<file path="src/hw/rtl/spot_pkg.sv">
// Shared types and constants of the swap page owner table
package spot_pkg;

    // Table geometry
    localparam int SLOTS      = 64;
    localparam int OWNER_BITS = 8;
    localparam int PAGE_BITS  = 16;

    // Fixed field widths of the beats
    localparam int ID_W   = 8;
    localparam int PGF_W  = 16;
    localparam int RET_W  = 16;
    localparam int FREE_W = 7;

    // Stored key widths: identifiers are masked to the configured bit counts
    localparam int OWN_W = (OWNER_BITS < ID_W)  ? OWNER_BITS : ID_W;
    localparam int PG_W  = (PAGE_BITS  < PGF_W) ? PAGE_BITS  : PGF_W;

    // Slot index and scan counter widths
    localparam int IDX_W = (SLOTS > 1) ? $clog2(SLOTS) : 1;
    localparam int CNT_W = IDX_W + 1;

    localparam int ENT_W = OWN_W + PG_W + RET_W;

    localparam logic [RET_W-1:0] RET_MAX = '1;

    typedef enum logic [1:0] {
        OP_LOOKUP = 2'd0,
        OP_SAVE   = 2'd1,
        OP_LOAD   = 2'd2,
        OP_DELETE = 2'd3
    } op_t;

    typedef enum logic [1:0] {
        ERR_NONE   = 2'd0,
        ERR_FULL   = 2'd1,
        ERR_ABSENT = 2'd2
    } err_t;

    typedef struct packed {
        op_t              operation;
        logic [ID_W-1:0]  process_id;
        logic [PGF_W-1:0] page;
    } in_t;

    typedef struct packed {
        logic              found;
        logic [RET_W-1:0]  return_count;
        logic [FREE_W-1:0] free_slots;
        err_t              error;
    } out_t;

    // One slot as held in the RAM
    typedef struct packed {
        logic [OWN_W-1:0] owner;
        logic [PG_W-1:0]  page;
        logic [RET_W-1:0] returns;
    } entry_t;

    // Sequencer to scan unit
    typedef struct packed {
        logic             clear;
        logic             live;
        logic             del;
        logic [IDX_W-1:0] idx;
    } scan_ctl_t;

    // Scan unit accumulators
    typedef struct packed {
        logic              hit;
        logic [IDX_W-1:0]  hit_idx;
        logic [RET_W-1:0]  hit_ret;
        logic              has_free;
        logic [IDX_W-1:0]  free_idx;
        logic [FREE_W-1:0] free_cnt;
    } scan_res_t;

endpackage

</file>
<file path="src/hw/rtl/swap_page_owner_table.sv">
// Channel  | Ports                      | Beat
// ---------+----------------------------+------------------------------------
// request  | s_valid, s_ready, s_data   | operation, process_id, page
// result   | m_valid, m_ready, m_data   | found, return_count, free_slots, error
//
// One operation: a scan over every slot (one slot a cycle, registered RAM read),
// an update state and an output state; the result beat is offered as the
// sequencer returns to idle and s_ready rises with it, so a new request is taken
// only once the previous result has entered the output register. The result
// waits there for m_ready; only an unread older result holds the sequencer back.
// aresetn (synchronous) frees every slot at once through the valid bits.
module swap_page_owner_table (
    input  logic             aclk,
    input  logic             aresetn,
    input  logic             s_valid,
    output logic             s_ready,
    input  spot_pkg::in_t    s_data,
    output logic             m_valid,
    input  logic             m_ready,
    output spot_pkg::out_t   m_data
);

    typedef enum logic [3:0] {
        ST_IDLE = 4'b0001,
        ST_SCAN = 4'b0010,
        ST_UPD  = 4'b0100,
        ST_DONE = 4'b1000
    } state_t;

    state_t state_reg, state_next;

    spot_pkg::op_t                op_reg, op_next;
    logic [spot_pkg::OWN_W-1:0]   own_reg, own_next;
    logic [spot_pkg::PG_W-1:0]    pg_reg, pg_next;
    logic [spot_pkg::CNT_W-1:0]   cnt_reg, cnt_next;
    logic                         live_reg, live_next;
    logic [spot_pkg::IDX_W-1:0]   chk_idx_reg, chk_idx_next;
    logic [spot_pkg::SLOTS-1:0]   valid_reg, valid_next;
    spot_pkg::out_t               pend_reg, pend_next;
    logic                         m_valid_reg, m_valid_next;
    spot_pkg::out_t               m_data_reg, m_data_next;

    logic                         accept;
    logic                         rd_en;
    logic [spot_pkg::IDX_W-1:0]   rd_addr;
    logic [spot_pkg::ENT_W-1:0]   rd_data;
    logic                         wr_en;
    logic [spot_pkg::IDX_W-1:0]   wr_addr;
    spot_pkg::entry_t             wr_entry;
    spot_pkg::scan_ctl_t          scan_ctl;
    spot_pkg::scan_res_t          scan_res;
    logic                         kill;
    logic                         slot_vld;
    logic [spot_pkg::RET_W-1:0]   ret_inc;

    assign s_ready = (state_reg == ST_IDLE);
    assign accept  = s_valid && s_ready;

    // Slot storage: owner, page and return count
    spot_ram #(
        .WIDTH (spot_pkg::ENT_W),
        .DEPTH (spot_pkg::SLOTS)
    ) u_ram (
        .aclk    (aclk),
        .wr_en   (wr_en),
        .wr_addr (wr_addr),
        .wr_data (wr_entry),
        .rd_en   (rd_en),
        .rd_addr (rd_addr),
        .rd_data (rd_data)
    );

    // Scan read side
    assign rd_en   = (state_reg == ST_SCAN) && (cnt_reg < spot_pkg::CNT_W'(spot_pkg::SLOTS));
    assign rd_addr = cnt_reg[spot_pkg::IDX_W-1:0];

    assign slot_vld = valid_reg[chk_idx_reg];

    assign scan_ctl.clear = accept;
    assign scan_ctl.live  = live_reg;
    assign scan_ctl.del   = (op_reg == spot_pkg::OP_DELETE);
    assign scan_ctl.idx   = chk_idx_reg;

    spot_scan u_scan (
        .aclk      (aclk),
        .aresetn   (aresetn),
        .ctl       (scan_ctl),
        .key_owner (own_reg),
        .key_page  (pg_reg),
        .slot_vld  (slot_vld),
        .entry     (spot_pkg::entry_t'(rd_data)),
        .res       (scan_res),
        .kill      (kill)
    );

    // Saturating increment for a load
    assign ret_inc = (scan_res.hit_ret == spot_pkg::RET_MAX) ?
                     scan_res.hit_ret : scan_res.hit_ret + spot_pkg::RET_W'(1);

    // Sequencer
    always_comb begin
        state_next   = state_reg;
        op_next      = op_reg;
        own_next     = own_reg;
        pg_next      = pg_reg;
        cnt_next     = cnt_reg;
        live_next    = rd_en;
        chk_idx_next = rd_addr;
        valid_next   = valid_reg;
        pend_next    = pend_reg;
        m_valid_next = m_valid_reg && !m_ready;
        m_data_next  = m_data_reg;
        wr_en        = 1'b0;
        wr_addr      = scan_res.hit_idx;
        wr_entry     = '{owner: own_reg, page: pg_reg, returns: ret_inc};

        if (kill) begin
            valid_next[chk_idx_reg] = 1'b0;
        end

        case (state_reg)
            ST_IDLE: begin
                if (accept) begin
                    op_next    = s_data.operation;
                    own_next   = s_data.process_id[spot_pkg::OWN_W-1:0];
                    pg_next    = s_data.page[spot_pkg::PG_W-1:0];
                    cnt_next   = '0;
                    state_next = ST_SCAN;
                end
            end
            ST_SCAN: begin
                cnt_next = cnt_reg + spot_pkg::CNT_W'(1);
                if (cnt_reg == spot_pkg::CNT_W'(spot_pkg::SLOTS)) begin
                    cnt_next   = cnt_reg;
                    state_next = ST_UPD;
                end
            end
            ST_UPD: begin
                pend_next.found        = scan_res.hit;
                pend_next.return_count = scan_res.hit ? scan_res.hit_ret : '0;
                pend_next.free_slots   = scan_res.free_cnt;
                pend_next.error        = spot_pkg::ERR_NONE;
                case (op_reg)
                    spot_pkg::OP_SAVE: begin
                        if (!scan_res.hit) begin
                            if (scan_res.has_free) begin
                                wr_en        = 1'b1;
                                wr_addr      = scan_res.free_idx;
                                wr_entry     = '{owner: own_reg, page: pg_reg, returns: '0};
                                valid_next[scan_res.free_idx] = 1'b1;
                                pend_next.free_slots =
                                    scan_res.free_cnt - spot_pkg::FREE_W'(1);
                            end else begin
                                pend_next.error = spot_pkg::ERR_FULL;
                            end
                        end
                    end
                    spot_pkg::OP_LOAD: begin
                        if (scan_res.hit) begin
                            wr_en                  = 1'b1;
                            pend_next.return_count = ret_inc;
                        end else begin
                            pend_next.error = spot_pkg::ERR_ABSENT;
                        end
                    end
                    default: begin
                    end
                endcase
                state_next = ST_DONE;
            end
            ST_DONE: begin
                if (!m_valid_reg || m_ready) begin
                    m_valid_next = 1'b1;
                    m_data_next  = pend_reg;
                    state_next   = ST_IDLE;
                end
            end
            default: begin
                state_next = ST_IDLE;
            end
        endcase
    end

    always_ff @(posedge aclk) begin
        if (!aresetn) begin
            state_reg   <= ST_IDLE;
            cnt_reg     <= '0;
            live_reg    <= 1'b0;
            valid_reg   <= '0;
            m_valid_reg <= 1'b0;
        end else begin
            state_reg   <= state_next;
            cnt_reg     <= cnt_next;
            live_reg    <= live_next;
            valid_reg   <= valid_next;
            m_valid_reg <= m_valid_next;
        end
    end

    always_ff @(posedge aclk) begin
        op_reg      <= op_next;
        own_reg     <= own_next;
        pg_reg      <= pg_next;
        chk_idx_reg <= chk_idx_next;
        pend_reg    <= pend_next;
        m_data_reg  <= m_data_next;
    end

    assign m_valid = m_valid_reg;
    assign m_data  = m_data_reg;

    // Checks
    a_busy_after_accept: assert property (@(posedge aclk) disable iff (!aresetn)
        accept |=> !s_ready)
        else $error("request taken while an operation is in flight");

    a_fill_free_slot: assert property (@(posedge aclk) disable iff (!aresetn)
        (state_reg == ST_UPD) && (op_reg == spot_pkg::OP_SAVE) && !scan_res.hit
        && scan_res.has_free |-> !valid_reg[scan_res.free_idx])
        else $error("save would overwrite a live slot");

    a_hit_live: assert property (@(posedge aclk) disable iff (!aresetn)
        (state_reg == ST_UPD) && scan_res.hit |-> valid_reg[scan_res.hit_idx])
        else $error("hit reported on a free slot");

    a_scan_bound: assert property (@(posedge aclk) disable iff (!aresetn)
        cnt_reg <= spot_pkg::CNT_W'(spot_pkg::SLOTS))
        else $error("scan counter ran past the table");

    a_no_read_outside_scan: assert property (@(posedge aclk) disable iff (!aresetn)
        live_reg |-> $past(state_reg == ST_SCAN))
        else $error("slot check outside the scan");

endmodule

</file>
<file path="src/hw/rtl/spot_ram.sv">
// Generic single-port-write, single-port-read RAM with registered read
module spot_ram #(
    parameter int WIDTH = 8,
    parameter int DEPTH = 16
) (
    input  logic                                        aclk,
    input  logic                                        wr_en,
    input  logic [((DEPTH > 1) ? $clog2(DEPTH) : 1)-1:0] wr_addr,
    input  logic [WIDTH-1:0]                            wr_data,
    input  logic                                        rd_en,
    input  logic [((DEPTH > 1) ? $clog2(DEPTH) : 1)-1:0] rd_addr,
    output logic [WIDTH-1:0]                            rd_data
);

    logic [WIDTH-1:0] mem_reg [DEPTH];
    logic [WIDTH-1:0] rd_data_reg;

    always_ff @(posedge aclk) begin
        if (wr_en) begin
            mem_reg[wr_addr] <= wr_data;
        end
        if (rd_en) begin
            rd_data_reg <= mem_reg[rd_addr];
        end
    end

    assign rd_data = rd_data_reg;

endmodule

</file>
<file path="src/hw/rtl/spot_scan.sv">
// Shared compare unit: checks one slot a cycle against the key and
// accumulates hit, lowest free slot and free count over the scan
module spot_scan (
    input  logic                          aclk,
    input  logic                          aresetn,
    input  spot_pkg::scan_ctl_t           ctl,
    input  logic [spot_pkg::OWN_W-1:0]    key_owner,
    input  logic [spot_pkg::PG_W-1:0]     key_page,
    input  logic                          slot_vld,
    input  spot_pkg::entry_t              entry,
    output spot_pkg::scan_res_t           res,
    output logic                          kill
);

    spot_pkg::scan_res_t res_reg, res_next;
    logic                own_eq;
    logic                pair_eq;

    // Key compare
    assign own_eq  = (entry.owner == key_owner);
    assign pair_eq = own_eq && (entry.page == key_page);

    // Delete frees every live slot of the owner
    assign kill = ctl.live && ctl.del && slot_vld && own_eq;

    // Accumulate
    always_comb begin
        res_next = res_reg;
        if (ctl.clear) begin
            res_next = '0;
        end else if (ctl.live) begin
            if (slot_vld && pair_eq && !ctl.del && !res_reg.hit) begin
                res_next.hit     = 1'b1;
                res_next.hit_idx = ctl.idx;
                res_next.hit_ret = entry.returns;
            end
            if (!slot_vld && !res_reg.has_free) begin
                res_next.has_free = 1'b1;
                res_next.free_idx = ctl.idx;
            end
            if (!slot_vld || kill) begin
                res_next.free_cnt = res_reg.free_cnt + spot_pkg::FREE_W'(1);
            end
        end
    end

    always_ff @(posedge aclk) begin
        if (!aresetn) begin
            res_reg <= '0;
        end else begin
            res_reg <= res_next;
        end
    end

    assign res = res_reg;

endmodule
</file>
<file path="config.mk">
export PLATFORM = sky130hd
export DESIGN_NAME = swap_page_owner_table
export DESIGN_NICKNAME = d
export VERILOG_FILES = /design/src/hw/rtl/spot_pkg.sv /design/src/hw/rtl/swap_page_owner_table.sv /design/src/hw/rtl/spot_ram.sv /design/src/hw/rtl/spot_scan.sv
export SDC_FILE = /design/constraint.sdc
export NUM_CORES = 2
export LEC_CHECK = 0
export BUFFER_PORTS_ARGS = -buffer_cell sky130_fd_sc_hd__clkbuf_2
export CAP_MARGIN = 10
export CORE_UTILIZATION = 49
export DETAILED_ROUTE_END_ITERATION = 12
export GPL_TIMING_DRIVEN = 1
export HOLD_SLACK_MARGIN = 0.12
export PLACE_DENSITY_LB_ADDON = 0.25
export SLEW_MARGIN = 20
export SYNTH_ARGS = -nofsm -noshare
export SYNTH_HDL_FRONTEND = slang
export SYNTH_SLANG_ARGS = --single-unit
</file>
<file path="constraint.sdc">
create_clock -name aclk -period 6.2 [get_ports aclk]
set_clock_uncertainty 0.15 [all_clocks]
set_input_delay 1.24 -clock aclk [delete_from_list [all_inputs] [get_ports aclk]]
set_output_delay 1.24 -clock aclk [all_outputs]
set_load 0.1 [all_outputs]
</file>
==> impl_metrics.tcl <==
set metrics [dict create \
    outcome "complete, no violations" \
    most-common-layout-cells "edfxtp_1 (2678), mux4_2 (809), clkbuf_16 (303)" \
    synthFlopType "edfxtp_1" \
    cp.arrival_ps 5500 \
    final_max_slew_viol_count 0 \
    p_comb_share_pct 2.8 \
    rr_worst_depth 8 \
    cts_made_buffers 296 \
    root_buffer "clkbuf_16" \
    power.leakage_nw 36.5 \
    met2_length_um 129000 \
    netlist_instances 4724 \
    nNetsFinal 5079 \
    synth_top_area_share_pct 74.8 \
    critPathRequiredTime_ps 6580 \
    final_common_cell "edfxtp_1" \
    power_switching_mw 7.75 \
    wl_met3_um 24300 \
    synth_warnings 0 \
    first_pass_iters 8 \
    ys_types 68 \
    core_area_mm2 0.218 \
    pwr-share-seq_pct 54.3 \
    critical_path.startpoint "state_reg[3]" \
    fp.dieW_um 470 \
    fin_ws_ps 1070 \
    worstHoldStart "pend_reg[15]" \
    die_area_mm2 0.221 \
    synth_edf_count 2678 \
    final_hold_viol_count 0 \
    dp_hpwl_um 157000 \
    syn_avg_cell_area_um2 22.8 \
    cts_tree "yes" \
    whs_path_depth 0 \
    portBuffers 57 \
    ir_worst_vdd_uv 334 \
    fin_tns_setup_ps 0 \
    wl_met1_um 106000 \
    min_period_ps 5130 \
    antenna_found_initial 15 \
    r2r-start "state_reg[3]" \
    p_per_area_mw_per_mm2 314 \
    synth_async_sr_flop_share_pct 0 \
    cts_sinks 2798 \
    cap_violations 0 \
    cts_setup_buffers 0 \
    synth_top_area_cell "edfxtp_1" \
    start_kind "flip-flop" \
    worst-setup-path-type "flip-flop to flip-flop" \
    largest_reg_flops 2560 \
    finalCritPeriodShare_pct 82.7 \
    row_count 171 \
    io_pins 58 \
    cts.repair.resized 0 \
    gp_congestion 0.847 \
    track_usage_pct 24.0 \
    p_int_mw 30.6 \
    top_layer_used "met5" \
    routedWlPerCell_um 32.7 \
    drtAntennaViolNets 0 \
    insertion_delay_ps 930 \
    critPathMaxFanout 31 \
    worstHoldPathType "flip-flop to flip-flop" \
    placed_cell_area_mm2 0.113 \
    nFillCells 15717 \
    clk_pin_slew_worst_paths_ps 60 \
    hold_buffers 0 \
    synth_fp_nets 4762 \
    swShare_pct 20.2 \
    drc 0 \
    grt_max_degree 93 \
    setup_viol 0 \
    synthToLayoutAreaGrowth_pct 13.3 \
    via_count 50976 \
    drive_gt1_share_pct 30.0 \
    drt_wl_total_um 264000 \
    first_iter_violations 6412 \
    start_util_pct 49.4 \
    ys_seq_area_share_pct 77.0 \
    overflow 0 \
    synth.area.top_cells "edfxtp_1 (75%), mux4_2 (17%), dfxtp_1 (2.2%)" \
    clockBufferDepth 4 \
    worst_slew_pin_slew_ps 1180 \
    syn_area_mm2 0.108 \
    p_clk_share_pct 42.8 \
    grt_pass1_vias 50473 \
    synth-seq-cells 2798 \
    htree_levels 5 \
    die_h_um 470 \
    viasPerCell 6.29 \
    fmax_mhz 195 \
    stdcell_area_mm2 0.122 \
    maxSlewHeadroom_pct 19.6 \
    grt_setup_unrepaired "no" \
    critPathCaptureType "flip-flop" \
    dpl_worst_slack_ps 1310 \
    grt_pass1_wl_um 377000 \
]
final timing paths:
check                   endpoint  slack (ps)
max          u_ram.mem_reg[9][0]        1070
min                   m_data[15]         270
max reg2reg  u_ram.mem_reg[9][0]        1070
min reg2reg           m_data[15]         270
critical path: stages, from the launching register on:
cell and delay, ps:
dfxtp_1 340, or4b_2 800, inv_1 90, buf_4 300, nand2_1 490, o31ai_1 570
nand2_1 740, nor2_4 640, buf_4 540
cell type report:
class                           count  area (µm²)  share of cell area [%]
Multi-Input combinational cell   1658       24200                    19.9
Clock buffer                      366        7820                    6.42
Inverter                           18        67.6                  0.0555
Timing Repair Buffer              269        2330                    1.91
Clock inverter                    133         945                   0.776
Tap cell                         2854        3570                    2.93
Sequential cell                  2798       82800                    68.0
Antenna cell                        3        7.51                 0.00616
synth_stat cells, types with 4 or more instances:
cell type and count:
a22oi_1 5, nor2b_1 27, nor3_1 13, buf_2 49, a211oi_1 19, xor2_1 17, nor4b_1 4, inv_1 16
clkbuf_1 140, mux2i_1 66, o22ai_1 7, a21boi_0 60, and3_1 8, buf_1 52, buf_4 4, xnor2_1 41
a21boi_1 5, nand3_1 23, a31oi_1 18, mux4_2 809, mux2_2 16, edfxtp_1 2678, o2111ai_1 4, o41ai_1 32
nand4_1 18, nand2b_1 8, nand2_1 154, buf_6 5, a21oi_1 16, o21ai_0 48, and2_1 15, nor2_1 139
or3_1 8, dfxtp_1 120, o211ai_1 6, ha_1 8, nand3b_1 8
stage by stage:
step | hold slack [ps] | utilization [%] | cells | power (mW)
global placement | 255 | 51.9 | 7597 | 22.3
finish | 269 | 56.0 | 8099 | 38.3
global route | 275 | 56.0 | 8097 | 39.3
CTS | 269 | 56.0 | 8096 | 38.5
detailed placement | 255 | 51.9 | 7597 | 22.3
floorplan | 176 | - | 4724 | 21.8
cell families (layout without fill, tap and decap cells):
logic type               count (synthesis)  in the layout  synth area share, %
flip-flops                            2798           2798                 77.0
multiplexers                           891            891                 17.7
AND/OR/NAND/NOR                        447            447                 1.96
buffers and inverters                  268            786                 1.04
AO/OA/AOI/OAI                          254            254                 1.68
XOR/XNOR                                58             58                0.472
adder cells (fa/ha/maj)                  8              8               0.0931
other                                    0              3                    0
routing by layer:
layer	vias up	GRT usage (%)
met5	-	0
met4	2	5.07
met3	348	4.91
met2	2456	38.2
met1	27495	34.4
li1	20675	-
power by group through the flow:
stage	registers, mW	logic [mW]	clock network, mW
3_5_place_dp	21.2	1.11	0
3_3_place_gp	21.2	1.08	0
4_1_cts	20.8	1.11	16.6
5_1_grt	20.8	1.15	17.3
6_report	20.8	1.09	16.4
2_1_floorplan	21.3	0.515	0
(Power assumes the default switching activity.)
